## config.mk

```make
export PLATFORM = sky130hd
export DESIGN_NAME = mic_capture_fifo_and_audio_mixer_unit
export DESIGN_NICKNAME = d
export VERILOG_FILES = /design/src/rtl/mcfam_pkg.sv /design/src/rtl/mcfam_mix.sv /design/src/rtl/mic_capture_fifo_and_audio_mixer_unit.sv
export SDC_FILE = /design/constraint.sdc
export NUM_CORES = 1
export LEC_CHECK = 0
export BUFFER_PORTS_ARGS = -buffer_cell sky130_fd_sc_hd__buf_2
export CAP_MARGIN = 20
export CORE_MARGIN = 1.5
export CORE_UTILIZATION = 42
export DETAILED_ROUTE_END_ITERATION = 10
export PLACE_DENSITY = 0.63
export SLEW_MARGIN = 5
export SYNTH_ARGS = -nofsm -noshare
export SYNTH_HDL_FRONTEND = slang
export SYNTH_SLANG_ARGS = --single-unit
```

## constraint.sdc

```tcl
create_clock -name clk_i -period 15.5 [get_ports clk_i]
set_input_delay 0 -clock clk_i [delete_from_list [all_inputs] [get_ports clk_i]]
set_output_delay 0 -clock clk_i [all_outputs]
set_load 0.005 [all_outputs]
```

## src/rtl/mcfam_pkg.sv

```systemverilog
// Shared types and constants for the mic capture FIFO and audio mixer unit.
// Holds the command codes, register bit positions and transaction structs.
// No dependencies.
package mcfam_pkg;

  // Command codes carried in the cmd field of an input transaction
  typedef enum logic [2:0] {
    CMD_WR_MIC  = 3'd0,
    CMD_RD_MIC  = 3'd1,
    CMD_POP_MIC = 3'd2,
    CMD_WR_SND  = 3'd3,
    CMD_RD_SND  = 3'd4,
    CMD_TICK    = 3'd5
  } cmd_e;

  // Register masks
  localparam logic [15:0] CTRL_KEEP_MASK = 16'hE00F;  // bits that are stored
  localparam logic [15:0] MIC_LOCK_MASK  = 16'h100F;  // ignored while mic enabled

  // Mic control bit positions
  localparam int unsigned MIC_OVR_BIT    = 11;
  localparam int unsigned MIC_CLR_BIT    = 12;
  localparam int unsigned MIC_HALF_IE    = 13;
  localparam int unsigned MIC_OVR_IE     = 14;
  localparam int unsigned MIC_EN_BIT     = 15;
  localparam int unsigned MIC_EMPTY_BIT  = 8;
  localparam int unsigned MIC_HALF_BIT   = 9;
  localparam int unsigned MIC_FULL_BIT   = 10;

  // Sound control bit positions
  localparam int unsigned SND_RATE_BIT   = 13;
  localparam int unsigned SND_MUTE_BIT   = 14;
  localparam int unsigned SND_EN_BIT     = 15;

  // Mic sample formats
  localparam logic [1:0] FMT_DUP   = 2'd0;
  localparam logic [1:0] FMT_DECIM = 2'd2;
  localparam logic [1:0] FMT_OFF   = 2'd3;

  // Mix ratio full scale
  localparam logic [3:0] MIX_FULL = 4'd8;

  typedef struct packed {
    logic [2:0]         cmd;
    logic [15:0]        wdata;
    logic [15:0]        wmask;
    logic signed [15:0] main_left;
    logic signed [15:0] main_right;
    logic signed [15:0] dsp_left;
    logic signed [15:0] dsp_right;
    logic signed [15:0] mic_sample;
  } in_item_t;

  typedef struct packed {
    logic [31:0]        rdata;
    logic signed [15:0] out_left;
    logic signed [15:0] out_right;
    logic               irq;
    logic               dma_request;
    logic               mic_start;
    logic               mic_stop;
    logic               rate_changed;
    logic               rate_high;
  } out_item_t;

endpackage

```

## src/rtl/mcfam_mix.sv

```systemverilog
// Stereo mixer: blends main and DSP sources at ratio n/8, n clamped to 8.
// Pure combinational; depends on mcfam_pkg for the full-scale constant.
module mcfam_mix (
  input  logic [3:0]         ratio_i,
  input  logic signed [15:0] main_left_i,
  input  logic signed [15:0] main_right_i,
  input  logic signed [15:0] dsp_left_i,
  input  logic signed [15:0] dsp_right_i,
  output logic signed [15:0] out_left_o,
  output logic signed [15:0] out_right_o
);

  logic [3:0]         fn;
  logic [3:0]         fd;
  logic signed [19:0] fn_s;
  logic signed [19:0] fd_s;
  logic signed [19:0] ml_x, mr_x, dl_x, dr_x;
  logic signed [19:0] sum_l, sum_r;
  logic signed [19:0] shr_l, shr_r;

  // Clamp the ratio and form the complementary weight
  assign fn   = (ratio_i > mcfam_pkg::MIX_FULL) ? mcfam_pkg::MIX_FULL : ratio_i;
  assign fd   = mcfam_pkg::MIX_FULL - fn;
  assign fn_s = $signed({16'b0, fn});
  assign fd_s = $signed({16'b0, fd});

  // Sign-extend the sources
  assign ml_x = $signed({{4{main_left_i[15]}},  main_left_i});
  assign mr_x = $signed({{4{main_right_i[15]}}, main_right_i});
  assign dl_x = $signed({{4{dsp_left_i[15]}},   dsp_left_i});
  assign dr_x = $signed({{4{dsp_right_i[15]}},  dsp_right_i});

  // Weighted sum, then floor divide by 8
  assign sum_l = ml_x * fn_s + dl_x * fd_s;
  assign sum_r = mr_x * fn_s + dr_x * fd_s;
  assign shr_l = sum_l >>> 3;
  assign shr_r = sum_r >>> 3;

  assign out_left_o  = shr_l[15:0];
  assign out_right_o = shr_r[15:0];

endmodule

```

## src/rtl/mic_capture_fifo_and_audio_mixer_unit.sv

```systemverilog
// A transaction passes through the input register, then the result register.
// Throughput: one transaction per cycle while the result channel is not stalled,
// set by the single-pass update between the registers and a FIFO memory with one
// write and one read port feeding a prefetched head word.
// Reset: asynchronous, active low; clears control registers, FIFO pointers and level,
// held sample and last popped word, not FIFO contents. Needs mcfam_pkg, mcfam_mix.
module mic_capture_fifo_and_audio_mixer_unit #(
  parameter int unsigned FIFO_DEPTH = 16
) (
  input  logic                 clk_i,
  input  logic                 rst_ni,
  input  logic                 in_valid_i,
  output logic                 in_stall_o,
  input  mcfam_pkg::in_item_t  in_data_i,
  output logic                 out_valid_o,
  input  logic                 out_stall_i,
  output mcfam_pkg::out_item_t out_data_o
);

  localparam int unsigned PTR_W = $clog2(FIFO_DEPTH);
  localparam int unsigned LVL_W = $clog2(FIFO_DEPTH + 1);
  localparam logic [PTR_W-1:0] PTR_LAST = PTR_W'(FIFO_DEPTH - 1);
  localparam logic [LVL_W-1:0] LVL_FULL = LVL_W'(FIFO_DEPTH);
  localparam logic [LVL_W-1:0] LVL_HALF = LVL_W'(FIFO_DEPTH / 2);

  // Pipeline registers
  logic                 s1_valid_q;
  mcfam_pkg::in_item_t  s1_q;
  logic                 out_valid_q;
  mcfam_pkg::out_item_t out_q;
  logic                 advance;

  // Architectural state
  logic [15:0]      mic_ctrl_q, mic_ctrl_d;
  logic [15:0]      snd_ctrl_q, snd_ctrl_d;
  logic [1:0]       rate_div_q, rate_div_d;
  logic [15:0]      held_q, held_d;
  logic             held_valid_q, held_valid_d;
  logic [LVL_W-1:0] level_q, level_d;
  logic [PTR_W-1:0] rptr_q, rptr_d;
  logic [PTR_W-1:0] wptr_q, wptr_d;
  logic [31:0]      last_word_q, last_word_d;

  // FIFO memory and prefetched head word
  logic [31:0]      mem [FIFO_DEPTH];
  logic [31:0]      head_q;
  logic             mem_we;
  logic [31:0]      mem_wdata;

  // Working signals
  mcfam_pkg::out_item_t res;
  logic [15:0]      wm;
  logic [15:0]      mval;
  logic [15:0]      sval;
  logic [15:0]      rd_flags;
  logic [1:0]       mode;
  logic [1:0]       rate;
  logic [1:0]       chk;
  logic             feed_en;
  logic             capture;
  logic             ovr_new;
  logic signed [15:0] mix_left;
  logic signed [15:0] mix_right;

  // Handshake: hold the input stage while the result register is blocked
  assign advance     = s1_valid_q && (!out_valid_q || !out_stall_i);
  assign in_stall_o  = s1_valid_q && !advance;
  assign out_valid_o = out_valid_q;
  assign out_data_o  = out_q;

  mcfam_mix u_mix (
    .ratio_i      (snd_ctrl_q[3:0]),
    .main_left_i  (s1_q.main_left),
    .main_right_i (s1_q.main_right),
    .dsp_left_i   (s1_q.dsp_left),
    .dsp_right_i  (s1_q.dsp_right),
    .out_left_o   (mix_left),
    .out_right_o  (mix_right)
  );

  // Status flags added on a mic control read
  always_comb begin
    rd_flags = '0;
    rd_flags[mcfam_pkg::MIC_EMPTY_BIT] = (level_q == '0);
    rd_flags[mcfam_pkg::MIC_HALF_BIT]  = (level_q >= LVL_HALF);
    rd_flags[mcfam_pkg::MIC_FULL_BIT]  = (level_q >= LVL_FULL);
  end

  // Mic path decode
  assign mode    = mic_ctrl_q[1:0];
  assign rate    = mic_ctrl_q[3:2];
  assign chk     = (mode == mcfam_pkg::FMT_DECIM) ? rate : 2'd0;
  assign feed_en = mic_ctrl_q[mcfam_pkg::MIC_EN_BIT] && !mic_ctrl_q[mcfam_pkg::MIC_OVR_BIT]
                   && (mode != mcfam_pkg::FMT_OFF);
  assign capture = (rate_div_q == chk);
  assign wm      = mic_ctrl_q[mcfam_pkg::MIC_EN_BIT] ?
                   (s1_q.wmask & ~mcfam_pkg::MIC_LOCK_MASK) : s1_q.wmask;
  assign mval    = (s1_q.wdata & wm) | (mic_ctrl_q & ~wm);

  // Single-pass update of state and result for the transaction in the input stage
  always_comb begin
    mic_ctrl_d   = mic_ctrl_q;
    snd_ctrl_d   = snd_ctrl_q;
    rate_div_d   = rate_div_q;
    held_d       = held_q;
    held_valid_d = held_valid_q;
    level_d      = level_q;
    rptr_d       = rptr_q;
    wptr_d       = wptr_q;
    last_word_d  = last_word_q;
    mem_we       = 1'b0;
    mem_wdata    = {s1_q.mic_sample, s1_q.mic_sample};
    ovr_new      = 1'b0;
    sval         = (s1_q.wdata & s1_q.wmask) | (snd_ctrl_q & ~s1_q.wmask);
    res          = '0;

    if (advance) begin
      case (s1_q.cmd)
        mcfam_pkg::CMD_WR_MIC: begin
          if (mval[mcfam_pkg::MIC_CLR_BIT]) begin
            level_d      = '0;
            rptr_d       = '0;
            wptr_d       = '0;
            held_d       = '0;
            held_valid_d = 1'b0;
          end
          if (mval[mcfam_pkg::MIC_EN_BIT] != mic_ctrl_q[mcfam_pkg::MIC_EN_BIT]) begin
            if (mval[mcfam_pkg::MIC_EN_BIT]) begin
              rate_div_d    = '0;
              held_valid_d  = 1'b0;
              res.mic_start = 1'b1;
            end else begin
              res.mic_stop = 1'b1;
            end
          end
          mic_ctrl_d = mval & mcfam_pkg::CTRL_KEEP_MASK;
          mic_ctrl_d[mcfam_pkg::MIC_OVR_BIT] = mic_ctrl_q[mcfam_pkg::MIC_OVR_BIT]
                                               && !mval[mcfam_pkg::MIC_CLR_BIT];
        end
        mcfam_pkg::CMD_RD_MIC: begin
          res.rdata = {16'b0, mic_ctrl_q | rd_flags};
        end
        mcfam_pkg::CMD_POP_MIC: begin
          if (level_q != '0) begin
            last_word_d = head_q;
            rptr_d      = (rptr_q == PTR_LAST) ? '0 : rptr_q + 1'b1;
            level_d     = level_q - 1'b1;
            res.rdata   = head_q;
          end else begin
            res.rdata = last_word_q;
          end
        end
        mcfam_pkg::CMD_WR_SND: begin
          if (snd_ctrl_q[mcfam_pkg::SND_EN_BIT]) begin
            sval[mcfam_pkg::SND_RATE_BIT] = snd_ctrl_q[mcfam_pkg::SND_RATE_BIT];
          end
          res.rate_changed = sval[mcfam_pkg::SND_RATE_BIT]
                             ^ snd_ctrl_q[mcfam_pkg::SND_RATE_BIT];
          snd_ctrl_d = sval & mcfam_pkg::CTRL_KEEP_MASK;
        end
        mcfam_pkg::CMD_RD_SND: begin
          res.rdata = {16'b0, snd_ctrl_q};
        end
        mcfam_pkg::CMD_TICK: begin
          if (snd_ctrl_q[mcfam_pkg::SND_EN_BIT]) begin
            // Mix or mute the output
            if (!snd_ctrl_q[mcfam_pkg::SND_MUTE_BIT]) begin
              res.out_left  = mix_left;
              res.out_right = mix_right;
            end
            // Feed the mic sample through the decimator and packer
            if (feed_en) begin
              rate_div_d = (rate_div_q >= rate) ? 2'd0 : rate_div_q + 2'd1;
              if (capture && (mode != mcfam_pkg::FMT_DUP) && !held_valid_q) begin
                // First half of a pair: hold it, no flags on this tick
                held_d       = s1_q.mic_sample;
                held_valid_d = 1'b1;
              end else begin
                if (capture) begin
                  held_valid_d = 1'b0;
                  if (mode != mcfam_pkg::FMT_DUP) begin
                    mem_wdata = {s1_q.mic_sample, held_q};
                  end
                  if (level_q >= LVL_FULL) begin
                    ovr_new = 1'b1;
                  end else begin
                    mem_we  = 1'b1;
                    wptr_d  = (wptr_q == PTR_LAST) ? '0 : wptr_q + 1'b1;
                    level_d = level_q + 1'b1;
                  end
                end
                if (ovr_new) begin
                  mic_ctrl_d[mcfam_pkg::MIC_OVR_BIT] = 1'b1;
                  res.irq      = mic_ctrl_q[mcfam_pkg::MIC_OVR_IE];
                  res.mic_stop = 1'b1;
                end else if (level_d == LVL_HALF) begin
                  res.irq         = mic_ctrl_q[mcfam_pkg::MIC_HALF_IE];
                  res.dma_request = 1'b1;
                end
              end
            end
          end
        end
        default: begin
          res.rdata = '0;
        end
      endcase
    end
    res.rate_high = snd_ctrl_d[mcfam_pkg::SND_RATE_BIT];
  end

  // Input stage register
  always_ff @(posedge clk_i or negedge rst_ni) begin
    if (!rst_ni) begin
      s1_valid_q <= 1'b0;
    end else if (in_valid_i && !in_stall_o) begin
      s1_valid_q <= 1'b1;
    end else if (advance) begin
      s1_valid_q <= 1'b0;
    end
  end

  always_ff @(posedge clk_i) begin
    if (in_valid_i && !in_stall_o) begin
      s1_q <= in_data_i;
    end
  end

  // Result register
  always_ff @(posedge clk_i or negedge rst_ni) begin
    if (!rst_ni) begin
      out_valid_q <= 1'b0;
    end else if (advance) begin
      out_valid_q <= 1'b1;
    end else if (!out_stall_i) begin
      out_valid_q <= 1'b0;
    end
  end

  always_ff @(posedge clk_i) begin
    if (advance) begin
      out_q <= res;
    end
  end

  // Control and status state
  always_ff @(posedge clk_i or negedge rst_ni) begin
    if (!rst_ni) begin
      mic_ctrl_q   <= '0;
      snd_ctrl_q   <= '0;
      rate_div_q   <= '0;
      held_q       <= '0;
      held_valid_q <= 1'b0;
      level_q      <= '0;
      rptr_q       <= '0;
      wptr_q       <= '0;
      last_word_q  <= '0;
    end else begin
      mic_ctrl_q   <= mic_ctrl_d;
      snd_ctrl_q   <= snd_ctrl_d;
      rate_div_q   <= rate_div_d;
      held_q       <= held_d;
      held_valid_q <= held_valid_d;
      level_q      <= level_d;
      rptr_q       <= rptr_d;
      wptr_q       <= wptr_d;
      last_word_q  <= last_word_d;
    end
  end

  // FIFO memory: write at the write pointer, prefetch the next head word
  always_ff @(posedge clk_i) begin
    if (mem_we) begin
      mem[wptr_q] <= mem_wdata;
    end
  end

  always_ff @(posedge clk_i) begin
    if (mem_we && (wptr_q == rptr_d)) begin
      head_q <= mem_wdata;
    end else begin
      head_q <= mem[rptr_d];
    end
  end

endmodule

```

==> impl_metrics.env, run 1 <==
export IMPL_finalNetCount=3125
export IMPL_fmax_mhz=143
export IMPL_synth_compound_area_share_pct=3.53
export IMPL_grt_use_total_pct=19.5
export IMPL_status="complete, but fails checks"
export IMPL_seq_power_share_pct=31.0
export IMPL_io_pins=191
export IMPL_slowest_stage="and2b_4"
export IMPL_clkPwrFrac_pct=24.7
export IMPL_hp_class="primary input to flip-flop"
export IMPL_initial_core_util_pct=42.4
export IMPL_syn_inst=2394
export IMPL_switchingPower_mw=2.88
export IMPL_register_area_sq_um=22600
export IMPL_yosys_warnings=0
export IMPL_crit_path_start_kind="flip-flop"
export IMPL_dr_pass1_iters=10
export IMPL_drt_initial_drc_count=1641
export IMPL_cts_htree_levels=3
export IMPL_routed_via_density=5.34
export IMPL_row_count=109
export IMPL_yosysTopAreaCell="edfxtp_1"
export IMPL_die_h_um=302
export IMPL_portBuffers=174
export IMPL_grt_pass1_vias=22000
export IMPL_seq_area_frac_synth_pct=60.0
export IMPL_drc=16
export IMPL_die_w_um=302
export IMPL_place_area_sq_um=40000
export IMPL_synth_xor_area_share_pct=0.969
export IMPL_slowest_delay_ps=600
export IMPL_coreArea_sq_um=88500
export IMPL_cts_buffers=84
export IMPL_fillCellCount=7260
export IMPL_syn_num_nets=2813
export IMPL_design_area_sq_um=43900
export IMPL_async_reset_ff_share_pct=10.6
export IMPL_slew_headroom_pct=23.0
export IMPL_synth_most_common_cell="edfxtp_1"
export IMPL_period_share_pct=45.1
export IMPL_antenna_cells=0
export IMPL_min_period_ps=7000
export IMPL_syn_area_per_cell_sq_um=15.7
export IMPL_synth_seq_cells=766
export IMPL_clockBufferDepth=3
export IMPL_vias=21000
export IMPL_rsz0062_at_grt="false"
export IMPL_synth_ff_type="edfxtp_1"
export IMPL_synthAdderAreaFrac_pct=13.5
export IMPL_leakage_nw=16.3
export IMPL_ys_types=83
export IMPL_setup_tns_ps=0
export IMPL_multiInputGateArea_sq_um=13800
export IMPL_synthMuxAreaShare_pct=11.4
export IMPL_cts_reportedPaths_clkPinSlew_ps=60
export IMPL_grt_first_pass_wirelength_um=133000
export IMPL_worst_pin_slew_ps=1150
export IMPL_pre_cts_slack_ps=8130
export IMPL_cts_root_buf="clkbuf_16"
export IMPL_required_ps=15980
export IMPL_ir_drop_mv=0.106
export IMPL_synth_top_area_share_pct=54.4
export IMPL_violations="design-rule violations"
export IMPL_crit_fanout=35
export IMPL_synthSimpleGateAreaFrac_pct=6.93
export IMPL_swShare_pct=35.9
export IMPL_wl_per_cell_um=22.2
export IMPL_arrival_ps=7470
export IMPL_dieArea_sq_um=91300
export IMPL_drive_above_1_share_pct=20.6
export IMPL_yosys_top_cells_count="681 x edfxtp_1, 255 x inv_1, 178 x fa_1"
export IMPL_antenna_found_initial=0
export IMPL_setup_viol_count_final=0
export IMPL_grt_overflow_total=0
export IMPL_setup_ws_ps=8500
export IMPL_hold_viol=0
export IMPL_ant_nets=0
export IMPL_yosys_top_cells_area="edfxtp_1 54%, mux4_2 9.6%, fa_1 9.5%, dfrtp_1 5.4%, ha_1 4.1%"
export IMPL_path_cells="and2b_4 -> inv_4 -> ha_1 -> buf_16 -> and2_1 -> ha_1 -> fa_1 -> fa_1 -> fa_1 -> inv_1 -> fa_1 -> inv_1 -> ha_1 -> a21o_1 -> or2_1 -> nor4_2 -> nor3_2 -> a311oi_1 -> xnor3_1 -> nor2_1"
export IMPL_p_comb_share_pct=44.3
export IMPL_drv_slew=0
export IMPL_drv_cap=0
export IMPL_clk_latency_ps=650
export IMPL_area_growth_pct=16.8
export IMPL_syn_area_sq_um=37600
export IMPL_synth_top_family_by_area="adder cells"
export IMPL_synth_edf_count=681
export IMPL_place_gp_congestion=0.845
export IMPL_worstSetupPathType="flip-flop to flip-flop"
export IMPL_finClkSkew_ps=32.7
export IMPL_p_int_mw=5.16
export IMPL_cts_num_sinks=766
export IMPL_cp_common_cell="fa_1"
export IMPL_grt_max_degree=80
export IMPL_dpl_hpwl_um=52600
export IMPL_power_density_nw_per_um2=183
export IMPL_cts_tree="done"
export IMPL_drt_wl_total_um=87300
export IMPL_endpoint_kind="flip-flop"
==> timing repair <==
item	4_1_cts	5_1_grt
hold endpoints to repair	182	0
buffers inserted	0	0
hold buffers	105	0
endpoints found under the setup margin	0	0
resized for setup	0	0
==> worst paths after layout <==
kind	depth (start not counted)	end	startpoint	slack [ps]
worst max-delay path	20	out_data_o[21]$_SDFFCE_PP0P_	flip-flop	8500
worst min-delay path	2	s1_q[0]$_DFFE_PP_	in_data_i[0]	60
worst max register to register	20	out_data_o[21]$_SDFFCE_PP0P_	flip-flop	8500
worst min register to register	1	held_q[11]$_DFFE_PN0P_	held_q[11]$_DFFE_PN0P_	500
max in group asynchronous	4	level_q[4]$_DFFE_PN0P_	rst_ni	14170
min in group asynchronous	4	last_word_q[18]$_DFFE_PN0P_	rst_ni	390
==> metal layers <==
metal / part of all wire [%] / track usage (%)
met1: 43 / 26.6
met2: 50 / 32.5
met3: 5.3 / 2.89
met4: 2.4 / 5.74
met5: 0 / 0
==> layout make-up <==
class | count | area share (%)
sequential | 766 | 51.4
multi-input combinational | 1277 | 31.5
clock buffer | 118 | 5.43
timing repair buffer | 320 | 5.25
tap | 1165 | 3.32
inverter | 257 | 2.21
clock inverter | 34 | 0.876
==> state kept, by name, summed over array words and instances, names as in the netlist, 2 cells and up, named ones only <==
| register | count |
|---|---|
| rate_div_q | 2 |
| wptr_q | 4 |
| level_q | 5 |
| mic_ctrl_q | 2 |
| rptr_q | 4 |
| s1_q | 99 |
| out_data_o | 70 |
| last_word_q | 32 |
| mem | 512 |
| held_q | 16 |
==> power groups by stage <==
stage | combinational [mW] | sequential (mW) | clock [mW]
2_1_floorplan | 2.84 | 2.47 | 0
3_5_place_dp | 3.55 | 2.53 | 0
4_1_cts | 3.60 | 2.49 | 2.04
6_report | 3.56 | 2.49 | 1.99
3_3_place_gp | 3.48 | 2.53 | 0
5_1_grt | 4.06 | 2.51 | 2.11
==> stage by stage <==
| stage | util [%] | cells | hold slack (ps) | power, mW |
|---|---|---|---|---|
| 6_report | 49.6 | 3937 | 58.1 | 8.04 |
| 5_1_grt | 49.6 | 3937 | 38.2 | 8.68 |
| 4_1_cts | 49.5 | 3935 | 4.10 | 8.13 |
| 3_5_place_dp | 45.2 | 3678 | -58.2 | 6.09 |
| 3_3_place_gp | 45.1 | 3677 | -57.4 | 6.00 |
| 2_1_floorplan | - | 2394 | -296 | 5.31 |
==> layout by cell type (no fill, tap or decap), types with 14 or more instances in the layout <==
master	count
edfxtp_1	681
inv_1	255
fa_1	178
nand2_1	173
buf_2	173
mux4_2	160
and2_1	142
ha_1	122
dlygate4sd3_1	104
nor2_1	96
clkbuf_16	86
dfrtp_1	81
a21oi_1	54
buf_4	39
mux2i_1	34
xnor2_1	29
o21ai_0	28
mux2_2	24
clkbuf_1	21
nor3_1	20
a22o_1	20
a21o_1	14
nand3_1	14
==> critical path: cells and delay by family (launching register included) <==
family / cells / cell delay (ps)
buf+inv: 4 / 460
fa+ha+maj: 7 / 3120
flops: 1 / 490
xor+xnor: 1 / 460
simple gates: 6 / 1760
compound gates: 2 / 540
==> logic make-up after synthesis <==
| kind of cell | Yosys count |
|---|---|
| AO/OA/AOI/OAI | 189 |
| multiplexers | 223 |
| buffers and inverters | 351 |
| XOR/XNOR | 40 |
| AND/OR/NAND/NOR | 525 |
| flip-flops | 766 |
| adder cells (fa/ha/maj) | 300 |
(Power assumes the default switching activity.)
==> run 2, diff against run 1 <==
ABC_AREA = 1   (was default)
PLACE_DENSITY = 0.65   (was 0.63)
clock period = 5.7 ns   (was 15.5 ns; I/O delays follow)
==> run 2 against run 1 <==
Against the previous run: the run now ends clean; critical path depth rose by 4; routed wire length is 14% higher; non-clock buffer count increased by 28; largest power group unchanged; global-route usage is 1.5 points higher; clock power grew to 2.6 times the previous value; cell area rose by 4.8%; final cell count grew 34%.
==> impl_metrics.env, run 2 <==
export IMPL_portBuffers=174
export IMPL_required_ps=6080
export IMPL_synth_ff_type="edfxtp_1"
export IMPL_io_pins=191
export IMPL_area_growth_pct=15.9
export IMPL_clockBufferDepth=3
export IMPL_seq_area_frac_synth_pct=56.8
export IMPL_ir_drop_mv=0.621
export IMPL_r2r_cells=24
export IMPL_clk_latency_ps=640
export IMPL_drv_cap=0
export IMPL_top_register="mem"
export IMPL_place_area_sq_um=42300
export IMPL_hold_viol=0
export IMPL_antenna_found_initial=1
export IMPL_drv_slew=0
export IMPL_die_w_um=310
export IMPL_worstSetupPathType="flip-flop to flip-flop"
export IMPL_yosys_top_cells_count="706 x inv_1, 681 x edfxtp_1, 492 x nand2_1"
export IMPL_status="finished, final reports clean"
export IMPL_cts_reportedPaths_clkPinSlew_ps=60
export IMPL_drt_wl_total_um=99500
export IMPL_grt_use_total_pct=21.0
export IMPL_synth_top_area_share_pct=51.5
export IMPL_row_count=112
export IMPL_yosys_top_cells_area="edfxtp_1 52%, fa_1 9.0%, inv_1 6.7%, dfrtp_1 5.1%, nand2_1 4.7%"
export IMPL_largest_reg_flops=512
export IMPL_slew_headroom_pct=25.8
export IMPL_dr_pass1_iters=5
export IMPL_wl_per_cell_um=18.9
export IMPL_final_cell_mix="704 x inv_1, 681 x edfxtp_1, 492 x nand2_1"
export IMPL_synthAdderAreaFrac_pct=12.8
export IMPL_setup_ws_ps=252
export IMPL_vias=27200
export IMPL_async_reset_ff_share_pct=10.6
export IMPL_worst_pin_slew_ps=1110
export IMPL_coreArea_sq_um=93500
export IMPL_grt_overflow_total=0
export IMPL_hp_class="primary input to flip-flop"
export IMPL_synth_seq_cells=766
export IMPL_ys_types=53
export IMPL_arrival_ps=5820
export IMPL_routed_via_density=5.16
export IMPL_leakage_nw=19.1
export IMPL_grt_max_degree=199
export IMPL_die_h_um=310
export IMPL_cts_tree="done"
export IMPL_whs_path_depth=2
export IMPL_syn_area_sq_um=39700
export IMPL_synth_top_family_by_area="adder cells"
export IMPL_min_period_ps=5450
export IMPL_synth_xor_area_share_pct=0.287
export IMPL_setup_viol_count_final=0
export IMPL_grt_pass1_vias=26700
export IMPL_drt_initial_drc_count=2629
export IMPL_grt_first_pass_wirelength_um=154000
export IMPL_cts_htree_levels=3
export IMPL_yosys_warnings=0
export IMPL_post_cts_buffers=0
export IMPL_fillCellCount=8284
export IMPL_layout_commonest_cell="inv_1"
export IMPL_ant_nets=0
export IMPL_design_area_sq_um=46000
export IMPL_drc=0
export IMPL_synth_most_common_cell="inv_1"
export IMPL_dieArea_sq_um=96400
export IMPL_endpoint_kind="flip-flop"
export IMPL_dpl_hpwl_um=62800
export IMPL_power_density_nw_per_um2=511
export IMPL_finClkSkew_ps=21.4
export IMPL_initial_core_util_pct=42.5
export IMPL_cts_root_buf="clkbuf_16"
export IMPL_synthSimpleGateAreaFrac_pct=11.8
export IMPL_yosysTopAreaCell="edfxtp_1"
export IMPL_synth_edf_count=681
export IMPL_antenna_cells=0
export IMPL_syn_area_per_cell_sq_um=10.8
export IMPL_crit_path_start_kind="flip-flop"
export IMPL_synthMuxAreaShare_pct=0.202
export IMPL_cts_buffers=80
export IMPL_cts_num_sinks=766
export IMPL_rsz0062_at_grt="true"
export IMPL_finalNetCount=4374
export IMPL_fin_cells=5273
export IMPL_period_share_pct=95.6
export IMPL_syn_num_nets=4102
export IMPL_syn_inst=3683
export IMPL_fmax_mhz=184
export IMPL_setup_tns_ps=0
export IMPL_drive_above_1_share_pct=11.3
export IMPL_place_gp_congestion=0.892
export IMPL_synth_compound_area_share_pct=9.49
export IMPL_placed_cells=5020
export IMPL_crit_fanout=32
export IMPL_pre_cts_slack_ps=297
==> run 2: layout make-up <==
cell class	instances	area (sq um)	share of cell area [%]
well taps	1254	1570	3.41
multi-input cells	2040	13900	30.2
repair buffers	348	2680	5.82
flip-flops and latches	766	22600	49.1
inverters	719	2700	5.88
clock buffers	104	2200	4.79
clock inverters	42	399	0.868
==> run 2: repair_timing <==
action | in CTS | in global routing
gates resized for setup | 0 | 2
endpoints found under the setup margin | 0 | 2
hold buffers | 104 | 0
hold endpoints to repair | 142 | 0
==> run 2: cell families (layout without fill, tap and decap cells) <==
family          count (synthesis)  after routing
compound gates                645            645
xor+xnor                       13             13
fa+ha+maj                     300            300
buf+inv                       877           1213
flops                         766            766
mux                             8              8
simple gates                 1074           1074
==> run 2: through the flow <==
step | power (mW) | hold WS, ps | utilization (%)
finish | 23.5 | 73.2 | 49.2
global route | 25.6 | 55.3 | 49.2
CTS | 23.6 | 34.2 | 49.1
detailed placement | 18.2 | 45.2 | 45.2
global placement | 17.9 | 36.9 | 45.1
floorplan | 15.4 | -296 | -
==> run 2: path summary, 6_finish.rpt <==
| path | end | slack [ps] | from |
|---|---|---|---|
| worst min-delay path | s1_q[63]$_DFFE_PP_ | 70 | in_data_i[63] |
| min in group asynchronous | s1_valid_q$_DFFE_PN0P_ | 460 | rst_ni |
| worst min register to register | last_word_q[7]$_DFFE_PN0P_ | 480 | last_word_q[7]$_DFFE_PN0P_ |
| worst max-delay path | out_data_o[37]$_SDFFCE_PP0P_ | 250 | flip-flop |
| worst max register to register | out_data_o[37]$_SDFFCE_PP0P_ | 250 | flip-flop |
| max in group asynchronous | held_q[13]$_DFFE_PN0P_ | 4610 | rst_ni |
==> run 2: layer usage <==
layer / vias to the layer above / global-route usage (%) / part of all wire, %
li1: 12800 / - / -
met1: 13300 / 29.3 / 43
met2: 883 / 33.3 / 47
met3: 171 / 2.77 / 6.3
met4: 0 / 8.05 / 3.7
met5: - / 0 / 0
==> run 2: power breakdown <==
group / switching, mW / internal [mW] / total (mW)
Combinational: 7.35 / 4.02 / 11.4
Clock: 2.23 / 2.98 / 5.20
Sequential: 0.413 / 6.54 / 6.95
Total: 9.99 / 13.5 / 23.5
==> run 2: worst max-delay path: stages (launching register included) <==
cell,delay [ps]
dfrtp_1,390
inv_2,130
nand2_2,100
ha_1,210
nand3_1,90
and2_1,180
buf_12,220
nor2_1,70
ha_1,280
fa_1,510
fa_1,440
fa_1,500
inv_1,50
fa_1,470
inv_1,40
ha_1,330
nand2_1,130
nor2_1,200
inv_1,100
nor4_1,220
nand3b_1,140
o211ai_1,170
nand3_1,120
nand2_1,70
nor2_1,40
